## config.mk

```make
export PLATFORM = sky130hd
export DESIGN_NAME = sync_word_checksum_deframer
export DESIGN_NICKNAME = d
export VERILOG_FILES = /design/src/rtl/swcd_pkg.sv /design/src/rtl/swcd_store.sv /design/src/rtl/sync_word_checksum_deframer.sv
export SDC_FILE = /design/constraint.sdc
export NUM_CORES = 2
export LEC_CHECK = 0
export BUFFER_PORTS_ARGS = -buffer_cell sky130_fd_sc_hd__buf_2
export CORE_MARGIN = 4
export CORE_UTILIZATION = 57
export DETAILED_ROUTE_END_ITERATION = 6
export HOLD_SLACK_MARGIN = 0.05
export PLACE_DENSITY = 0.81
export SYNTH_ARGS = -nofsm -noshare
export SYNTH_HDL_FRONTEND = slang
export SYNTH_SLANG_ARGS = --single-unit
export TNS_END_PERCENT = 10
```

## constraint.sdc

```tcl
create_clock -name clk -period 4.1 [get_ports clk]
set_clock_uncertainty 0.15 [all_clocks]
set_input_delay 0 -clock clk [delete_from_list [all_inputs] [get_ports clk]]
set_output_delay 0 -clock clk [all_outputs]
set_load 0.01 [all_outputs]
```

## src/rtl/swcd_pkg.sv

```systemverilog
package swcd_pkg;

  // Store geometry and frame limits
  localparam int STORE_DEPTH = 128;
  localparam int MAX_FRAME   = 64;
  localparam int MIN_PARSE   = 9;
  localparam int MIN_FRAME   = 10;

  // Store address width, frame length width, width for count compares
  localparam int AW    = $clog2(STORE_DEPTH);
  localparam int LEN_W = 7;
  localparam int CW    = AW + 1;

  // Register reset values
  localparam logic [31:0] SYNC_RESET    = 32'h5948_5A53;
  localparam logic [3:0]  LEN_OFS_RESET = 4'd5;
  localparam logic [3:0]  CMD_OFS_RESET = 4'd9;

  // Configuration register indexes
  typedef enum logic [1:0] {
    REG_SYNC_WORD      = 2'd0,
    REG_LENGTH_OFFSET  = 2'd1,
    REG_COMMAND_OFFSET = 2'd2
  } cfg_reg_t;

  // Byte store write request
  typedef struct packed {
    logic          en;
    logic [AW-1:0] addr;
    logic [7:0]    data;
  } store_wr_t;

endpackage

```

## src/rtl/swcd_store.sv

```systemverilog
module swcd_store
  import swcd_pkg::*;
(
  input  logic          clk,
  input  store_wr_t     wr,
  input  logic [AW-1:0] rd_addr,
  output logic [7:0]    rd_data
);

  // Circular byte store, contents undefined until written
  logic [7:0] mem [STORE_DEPTH];

  // Write port
  always_ff @(posedge clk) begin
    if (wr.en) begin
      mem[wr.addr] <= wr.data;
    end
  end

  // Registered read port
  always_ff @(posedge clk) begin
    rd_data <= mem[rd_addr];
  end

endmodule

```

## src/rtl/sync_word_checksum_deframer.sv

```systemverilog
// Sync-word frame parser. Each received byte is written into a 128-entry circular
// store and then one parse attempt runs over the unparsed bytes: search for the
// little-endian sync word, read the little-endian 32-bit length at length_offset
// (10 to 64 is valid, anything else counts as a false sync), sum all frame bytes
// but the last modulo 256 and compare with the last byte. A good frame goes out
// byte by byte with the command byte and length alongside; a bad one restarts the
// search one byte past the false sync. The block takes no new byte while a parse
// attempt runs. All work goes through the single read port of the store, whose
// read data is registered, so every byte read has a read state and a use state,
// and each emitted byte then waits in a hold state until the sink takes it.
// The store needs no clearing after reset.
module sync_word_checksum_deframer
  import swcd_pkg::*;
(
  input  logic        clk,
  input  logic        rst,
  // Configuration write port
  input  logic        cfg_wr_en,
  input  logic [1:0]  cfg_index,
  input  logic [31:0] cfg_data,
  // Received bytes
  input  logic        s_axis_tvalid,
  output logic        s_axis_tready,
  input  logic [7:0]  s_axis_tdata,   // [7:0] rx_byte
  // Frame bytes
  output logic        m_axis_tvalid,
  input  logic        m_axis_tready,
  output logic [23:0] m_axis_tdata,   // [7:0] out_byte, [15:8] frame_command,
                                      // [22:16] frame_length, [23] zero
  output logic        m_axis_tlast    // out_last
);

  typedef enum logic [12:0] {
    S_IDLE      = 13'h0001,
    S_CHECK     = 13'h0002,
    S_SRCH_RD   = 13'h0004,
    S_SRCH_USE  = 13'h0008,
    S_LEN_RD    = 13'h0010,
    S_LEN_USE   = 13'h0020,
    S_SUM_RD    = 13'h0040,
    S_SUM_USE   = 13'h0080,
    S_CMD_RD    = 13'h0100,
    S_CMD_USE   = 13'h0200,
    S_EMIT_RD   = 13'h0400,
    S_EMIT_USE  = 13'h0800,
    S_EMIT_HOLD = 13'h1000
  } state_t;

  state_t state;

  // Configuration
  logic [31:0] sync_word;
  logic [3:0]  length_offset;
  logic [3:0]  command_offset;

  // Parser state
  logic [AW-1:0]    read_pos;
  logic [AW-1:0]    write_pos;
  logic             sync_found;
  logic [LEN_W-1:0] expected_len;

  // Sequencer working registers
  logic [AW-1:0] cnt;
  logic [AW-1:0] avail;
  logic [31:0]   window;
  logic [7:0]    sum;
  logic [7:0]    cmd;
  logic [7:0]    out_byte;
  logic          out_last;
  logic          out_valid;

  // Store access
  store_wr_t     st_wr;
  logic [AW-1:0] rd_ofs;
  logic [AW-1:0] rd_addr;
  logic [7:0]    rd_data;

  logic          in_acc;
  logic [AW-1:0] n_unparsed;
  logic [CW-1:0] n_ext;
  logic [CW-1:0] elen_ext;
  logic [AW-1:0] cnt_inc;
  logic [31:0]   window_next;
  logic [AW-1:0] srch_skip;
  logic [AW-1:0] avail_left;
  logic          len_bad;
  logic          frame_end;

  assign in_acc        = s_axis_tvalid && s_axis_tready;
  assign s_axis_tready = (state == S_IDLE) && !rst;

  assign st_wr.en   = in_acc;
  assign st_wr.addr = write_pos;
  assign st_wr.data = s_axis_tdata;

  // Read offset from read_pos for the current step
  always_comb begin
    unique case (state)
      S_LEN_RD: rd_ofs = AW'(length_offset) + cnt;
      S_CMD_RD: rd_ofs = AW'(command_offset);
      default:  rd_ofs = cnt;
    endcase
  end

  assign rd_addr = read_pos + rd_ofs;

  swcd_store u_store (
    .clk     (clk),
    .wr      (st_wr),
    .rd_addr (rd_addr),
    .rd_data (rd_data)
  );

  // Shared arithmetic for the sequencer
  assign n_unparsed  = write_pos - read_pos;
  assign n_ext       = CW'(n_unparsed);
  assign elen_ext    = CW'(expected_len);
  assign cnt_inc     = cnt + AW'(1);
  assign window_next = {rd_data, window[31:8]};
  assign srch_skip   = cnt - AW'(3);
  assign avail_left  = avail - srch_skip;
  assign len_bad     = (window_next < 32'(MIN_FRAME)) || (window_next > 32'(MAX_FRAME));
  assign frame_end   = (CW'(cnt_inc) == elen_ext);

  always_ff @(posedge clk) begin
    if (rst) begin
      state          <= S_IDLE;
      sync_word      <= SYNC_RESET;
      length_offset  <= LEN_OFS_RESET;
      command_offset <= CMD_OFS_RESET;
      read_pos       <= '0;
      write_pos      <= '0;
      sync_found     <= 1'b0;
      expected_len   <= '0;
      out_valid      <= 1'b0;
    end else begin
      // Register writes
      if (cfg_wr_en) begin
        unique case (cfg_reg_t'(cfg_index))
          REG_SYNC_WORD:      sync_word      <= cfg_data;
          REG_LENGTH_OFFSET:  length_offset  <= cfg_data[3:0];
          REG_COMMAND_OFFSET: command_offset <= cfg_data[3:0];
          default: ;
        endcase
      end

      unique case (state)
        S_IDLE: begin
          if (in_acc) begin
            write_pos <= write_pos + AW'(1);
            state     <= S_CHECK;
          end
        end

        // Decide what this attempt has to do
        S_CHECK: begin
          if ((elen_ext > n_ext) || (n_ext < CW'(MIN_PARSE))) begin
            state <= S_IDLE;
          end else begin
            cnt   <= '0;
            avail <= n_unparsed;
            sum   <= '0;
            if (!sync_found) begin
              state <= S_SRCH_RD;
            end else if (expected_len == '0) begin
              state <= S_LEN_RD;
            end else begin
              state <= S_SUM_RD;
            end
          end
        end

        S_SRCH_RD: state <= S_SRCH_USE;

        // Sliding 4-byte window compare against the sync word
        S_SRCH_USE: begin
          window <= window_next;
          if ((cnt >= AW'(3)) && (window_next == sync_word)) begin
            read_pos   <= read_pos + srch_skip;
            sync_found <= 1'b1;
            cnt        <= '0;
            avail      <= avail_left;
            if (avail_left < AW'(MIN_PARSE)) begin
              state <= S_IDLE;
            end else begin
              state <= S_LEN_RD;
            end
          end else if (cnt_inc == avail) begin
            // keep the last three bytes, they may start a sync word
            read_pos <= read_pos + avail - AW'(3);
            state    <= S_IDLE;
          end else begin
            cnt   <= cnt_inc;
            state <= S_SRCH_RD;
          end
        end

        S_LEN_RD: state <= S_LEN_USE;

        // Gather the length field, then range check it
        S_LEN_USE: begin
          window <= window_next;
          if (cnt == AW'(3)) begin
            if (len_bad) begin
              read_pos     <= read_pos + AW'(1);
              sync_found   <= 1'b0;
              expected_len <= '0;
              state        <= S_IDLE;
            end else begin
              expected_len <= window_next[LEN_W-1:0];
              cnt          <= '0;
              sum          <= '0;
              if (32'(avail) < window_next) begin
                state <= S_IDLE;
              end else begin
                state <= S_SUM_RD;
              end
            end
          end else begin
            cnt   <= cnt_inc;
            state <= S_LEN_RD;
          end
        end

        S_SUM_RD: state <= S_SUM_USE;

        // Checksum over all bytes but the last, compared with the last
        S_SUM_USE: begin
          if (frame_end) begin
            if (sum == rd_data) begin
              state <= S_CMD_RD;
            end else begin
              read_pos     <= read_pos + AW'(1);
              sync_found   <= 1'b0;
              expected_len <= '0;
              state        <= S_IDLE;
            end
          end else begin
            sum   <= sum + rd_data;
            cnt   <= cnt_inc;
            state <= S_SUM_RD;
          end
        end

        S_CMD_RD: state <= S_CMD_USE;

        S_CMD_USE: begin
          cmd   <= rd_data;
          cnt   <= '0;
          state <= S_EMIT_RD;
        end

        S_EMIT_RD: state <= S_EMIT_USE;

        S_EMIT_USE: begin
          out_byte  <= rd_data;
          out_last  <= frame_end;
          out_valid <= 1'b1;
          state     <= S_EMIT_HOLD;
        end

        // Hold the byte until the sink takes it
        S_EMIT_HOLD: begin
          if (m_axis_tready) begin
            out_valid <= 1'b0;
            if (out_last) begin
              read_pos     <= read_pos + AW'(expected_len);
              sync_found   <= 1'b0;
              expected_len <= '0;
              state        <= S_IDLE;
            end else begin
              cnt   <= cnt_inc;
              state <= S_EMIT_RD;
            end
          end
        end

        default: state <= S_IDLE;
      endcase
    end
  end

  assign m_axis_tvalid = out_valid;
  assign m_axis_tdata  = {1'b0, expected_len, cmd, out_byte};
  assign m_axis_tlast  = out_last;

endmodule

```

After elaboration in Yosys (flattened, before gate mapping):

Memory sizes are Yosys's and may differ from the RTL's. A register that Yosys moved wholly into a read port is not among the register bits.
Index checks and enable logic that the tools add are counted.

* register bits after elaboration: 147
* bits in writable memories: 1024
* output and inout port bits: 27
* memories: 1

* add/subtract/negate cells: 13
* $lt $le $gt $ge: 7
* equality and inequality tests: 35
* muxes and demuxes: 61
* bitwise logic cells: 1
* reduce and logical (&&, ||, !) cells: 30

Memories
* u_store.mem: depth 128, width 8, rd ports 1, clocked after memory_dff 1, wr ports 1, line swcd_store.sv:11 `logic [7:0] mem [STORE_DEPTH];`

Operators with widths (number)
* two-way mux 7 bit: 29
* one-hot mux 13 bit (13 select lines): 1
* two-way mux 13 bit: 5
* one-hot mux 7 bit (6 select lines): 1
* == test 32 bit: 1
* greater-than comparator 32 x 7 -> 1 bit (second input constant): 1
* < comparator 32 x 4 -> 1 bit (second input constant): 1
* < comparator 7 x 32 -> 1 bit: 1
* two-way mux 8 bit: 4
* adder 7 bit: 4
* one-hot mux 7 bit (2 select lines): 2
* one-hot mux 7 bit (4 select lines): 1
* inequality test 2 bit (second input constant): 12
* one-hot mux 8 bit (3 select lines): 1
* AND reduction 8 bit: 3
* adder 7 x 1 -> 7 bit (second input constant): 3
* one-hot mux 7 bit (3 select lines): 1
* AND reduction 2 bit: 9
* == test 7 bit: 2
* < comparator 7 x 4 -> 1 bit (second input constant): 2
* subtractor 7 x 2 -> 7 bit (second input constant): 2
* subtractor 7 bit: 2
* == test 13 x 1 -> 1 bit (second input constant): 1
* == test 13 x 10 -> 1 bit (second input constant): 1
* 40 further kinds: 57

Depth between registers and ports, before layout:

* depth in word-level cells: 6
* mapped depth: 19
* depth with buffers taken out: 16

Hierarchy:

A second synthesis with hierarchy kept.

* cell total of the unflattened synthesis: 2581
* area, all modules: 48432.7 µm²

By module, submodules not included
* swcd_store: instances 1, cells an instance 1635, area each 39665.5 µm², seq. area each 30909.6 µm²
* sync_word_checksum_deframer: instances 1, cells an instance 946, area each 8767.2 µm², seq. area each 3413.3 µm²

Worst setup path after synthesis:

Ideal clock, no wire load.

* path kind: reg-to-reg
* start point: register read_pos[1]
* end point: register sum[0], enable pin
* library setup time: 0.395 ns
* arrival time: 3.821 ns
* data required time: 3.555 ns
* slack: -0.265 ns
* cell stages (with the launch flop): 14
* buffers on the path: 0
* period minus slack after synthesis: 4.365 ns
* cell sequence: dfxtp_1 inv_1 fa_1 a21o_1 a21oi_1 nor2_1 a311oi_1 ha_1 nand4_1 o21ai_0 o22ai_1 a21oi_1 or2_2 nor4bb_1

* cells in the longest elaborated chain, start to end: 5
* elaborated cells on any way between the ends: 6

RTL lines
* start: declaration: line sync_word_checksum_deframer.sv:57 `logic [AW-1:0] read_pos;`
* start signal: assignment: line sync_word_checksum_deframer.sv:179 `read_pos <= read_pos + srch_skip;`
* start signal: assignment: line sync_word_checksum_deframer.sv:190 `read_pos <= read_pos + avail - AW'(3);`
* start signal: assignment: line sync_word_checksum_deframer.sv:205 `read_pos <= read_pos + AW'(1);`
* subtractor 7 bit *: line sync_word_checksum_deframer.sv:115 `assign n_unparsed = write_pos - read_pos;`
* greater-than comparator 7 bit or < comparator 7 x 4 -> 1 bit (tied branches): line sync_word_checksum_deframer.sv:157 `if ((elen_ext > n_ext) || (n_ext < CW'(MIN_PARSE))) begin`
* logical OR 1 bit *: line sync_word_checksum_deframer.sv:157
* inequality test 2 bit (no source line) *
* AND reduction 6 bit (no source line) *
* end signal: assignment: line sync_word_checksum_deframer.sv:239 `sum <= sum + rd_data;`
* end: declaration: line sync_word_checksum_deframer.sv:66 `logic [7:0] sum;`

Every way passes the cells marked *; elsewhere a longest branch is shown, timed or not.
A chain may end at the register's enable or synchronous reset.

Worst setup path after layout:

* start point: register state[10]
* end point: register u_store.rd_data[4], read port of u_store.mem

* cells in the longest elaborated chain, start to end: 3
* elaborated cells on any way between the ends: 4

RTL lines
* start: declaration: line sync_word_checksum_deframer.sv:49 `state_t state;`
* start signal: assignment: line sync_word_checksum_deframer.sv:127 `state <= S_IDLE;`
* start signal: assignment: line sync_word_checksum_deframer.sv:151 `state <= S_CHECK;`
* start signal: assignment: line sync_word_checksum_deframer.sv:158 `state <= S_IDLE;`
* == test 13 x 9 -> 1 bit or == test 13 x 5 -> 1 bit (tied branches): line sync_word_checksum_deframer.sv:98 `unique case (state)`
* one-hot mux 7 bit (2 select lines) *: line sync_word_checksum_deframer.sv:98
* adder 7 bit *: line sync_word_checksum_deframer.sv:105 `assign rd_addr = read_pos + rd_ofs;`
* end: declaration: line swcd_store.sv:7 `output logic [7:0] rd_data`

Marks and branches as above.

==> run metrics <==
status=complete, but fails checks; failing checks=design-rule violations, negative setup slack; setup ws final=-0.464 ns; RSZ-0062 raised after global routing=true; vias in the first global route=30,426; Seq/Total Area, Yosys=0.702; HP Start=cfg_data[2]; Initial DRC Count=4,127; CTS Root Cell=clkbuf_16; endpoint class of the critical path=flip-flop; Mapped Area=48,900 um^2; Final #Nets=3,439; Yosys warnings=0; Slew Limit Fails=0; Worst slew margin=0.150; fmax=0.219 GHz; first-pass GRT wire length=200 mm; total gr overflow=0; Levels on crit path=16; ys async rst share=0; CP Launch Type=flip-flop; CP endpoint=u_store.rd_data[4]; simple logic cell fraction of the synthesized area=0.0586; Reg2Reg Capture Point=u_store.rd_data[4]; routed vias=29,874; largest family of logic cells by synthesized area=multiplexers; # setup viols final=8; WL/cell=29.7 um; most frequent cells after synthesis=edfxtp_1, mux4_2, nor2_1, nand2_1, a21oi_1; layout cells sized above 1=0.283; Max stage delay on crit path=0.85 ns; area of the die=90,500 um^2; Top delay family on crit path=adder cells; fin crit period=4.56 ns; sw frac=0.207; Sink Count=1,171; Worst Tran Pin Value=1.27 ns; WP data required=4.48 ns; top cells by area, synth=edfxtp_1, mux4_2, dfxtp_1, mux2i_1, ha_1; CTS H-tree depth=3; area growth from synthesis to layout=20.6%; slowest CP cell=fa_4; GPL Wtd Cong=0.927; Area after DPL=52,800 um^2; Critical Setup Path Class=reg2reg; reg2reg setup slack=-0.46 ns; final hold viol count=0; Worst Hold Class=in2reg; Core Rows=107; die width=301 um; cell with the most instances after synthesis=edfxtp_1; fin util=0.693; Num CTS Buffers=112; number of placed I/O pins=74; EDFF count, synth=1,087; initial core utilization=0.574; Skew-Pair Late Insertion Delay=0.71 ns; share of total power in the clock network=0.440; Final HPWL DP=77.1 mm; Comb pwr share=0.028; syn_area_per_cell=17.4 um^2; core box area=85,100 um^2; internal power=0.0195 W; clk buf depth=3; largest net degree at the start of global routing=108; Peak VDD IR=0.511 mV; fin area=59,000 um^2; Synth Area in Adders=0.0204; worst path arrival time=4.94 ns; worst path cell trace=nor3_1 -> and4_4 -> a22oi_2 -> nand2_2 -> ha_4 -> inv_1 -> fa_4 -> buf_12 -> buf_12 -> buf_12 -> mux4_2 -> mux2i_1 -> nand2_1 -> a32o_2 -> a221oi_2 -> mux2i_1; pwr dens=417 nW/um^2; Top cell by count, worst path=buf_12; complex-gate fraction of the synthesized area=0.0411; Initial DRT Pass Iterations=7; Port Buf Inserts=72; CTS tree=built; drc violations=2; setup_tns=-3.29 ns; post-synth top area share=0.667; total nets after synthesis=2,927; Syn Inst Count=2,805; Psw=0.00510 W; post-route ant nets=0; Antenna Diode Count=0; Leakage=20.0 nW; pre-CTS worst setup slack=-0.854 ns; vias per cell=6.55; XOR/XNOR share of the synthesized area=0.0196; Die Span Y=301 um; Yosys cell types=74; initial antenna violation count=1; Final period util=1.11; leading area contributor after synthesis=edfxtp_1; aggregate global-route resource usage=0.298; Maximum Capacitance Violations=0; worst-case reg-to-reg path depth=16; Flop pwr share=0.533; post-synthesis mux area share=0.140; CTS clock-pin slew for the worst setup and hold paths=0.07 ns; post-synthesis register bit count=1,171; commonest register cell after synthesis=edfxtp_1; crit path from=state[10]; Detailed Route WL=135 mm; WP buf/inv=4; Crit Path Max Fanout=17; worst r2r src=state[10]
[worst min-delay path: cells and delay by family]
kind | cells | cell delay (ns)
compound gates | 1 | 0.10
simple gates | 1 | 0.11
buf+inv | 3 | 0.74
[placed cells by master (no fill, tap or decap), types with 21 or more instances in the layout]
cell | synthesis | layout
dlygate4sd3_1 | 0 | 135
xor2_1 | 22 | 21
buf_12 | 1 | 33
nor2b_1 | 22 | 22
mux2i_1 | 91 | 71
a211oi_1 | 59 | 40
nand3_1 | 38 | 38
inv_1 | 72 | 71
edfxtp_1 | 1087 | 1087
mux4_2 | 260 | 260
dfxtp_1 | 84 | 82
buf_4 | 2 | 288
and2_1 | 56 | 55
clkinv_2 | 0 | 26
nand2_1 | 148 | 143
a21oi_1 | 116 | 105
xnor2_1 | 70 | 70
o21ai_0 | 28 | 25
nor2_1 | 204 | 203
ha_1 | 67 | 65
mux2i_2 | 3 | 21
buf_2 | 32 | 64
clkbuf_16 | 0 | 114
[sequential cells by signal, indices dropped and copies added, names as in the netlist, 8 cells and up]
name             flops
out_byte             8
u_store.rd_data      8
sync_word           32
state               13
cmd                  8
u_store.mem       1024
sum                  8
window              24
[logic make-up after synthesis]
logic type,Yosys count
DFF,1171
and+or+nand+nor,593
muxes,358
AOI/OAI and AO/OA,295
buffers and inverters,213
xor gates and xnor gates,99
adders and majority gates,75
other,1
[metal layers]
layer  GRT usage  wire length [um]
met1       0.394             47400
met2       0.483             66000
met4       0.139              7580
met3      0.0588             14300
met5           0                 0
[timing repair]
item | 4_1_cts | 5_1_grt
endpoints found under the hold margin | 784 | 0
hold buffers | 135 | 0
endpoints found under the setup margin | 23 | 31
cloned | 6 | 1
buffers inserted | 11 | 13
resized for setup | 82 | 38
pin swaps | 15 | 10
[final cells by class]
cell class / instances / area (um^2)
clock buffer: 131 / 2940
inverter: 72 / 270
sequential: 1171 / 34300
fill: 4922 / 26100
clock inverter: 81 / 948
tap: 1144 / 1430
multi-input combinational: 1421 / 14200
timing repair buffer: 539 / 4900
[per-stage QoR]
| stage | hold WS [ns] | power [W] | std cells |
|---|---|---|---|
| after floorplan | -0.0511 | 0.0136 | 2805 |
| after global routing | 0.158 | 0.0252 | 4559 |
| after detailed placement | 0.0712 | 0.0139 | 4181 |
| final | 0.144 | 0.0246 | 4559 |
| after global placement | 0.0707 | 0.0139 | 4181 |
| after CTS | 0.0592 | 0.0246 | 4545 |
[power by group through the flow]
stage          Clock [W]  Sequential [W]  Combinational (W)
3_5_place_dp           0          0.0134           0.000551
2_1_floorplan          0          0.0133           0.000217
6_report          0.0108          0.0131           0.000684
4_1_cts           0.0108          0.0131           0.000651
3_3_place_gp           0          0.0134           0.000521
5_1_grt           0.0114          0.0131           0.000720
[worst min path at each step]
stage               slack (ns)  cells past startpoint                 to
finish                    0.14                      5   length_offset[2]
global route              0.16                      5  command_offset[0]
CTS                       0.06                      5  command_offset[0]
detailed placement        0.07                      3      sync_word[12]
global placement          0.07                      3      sync_word[19]
floorplan                -0.05                      0  u_store.mem[0][0]
(Power assumes the default switching activity.)
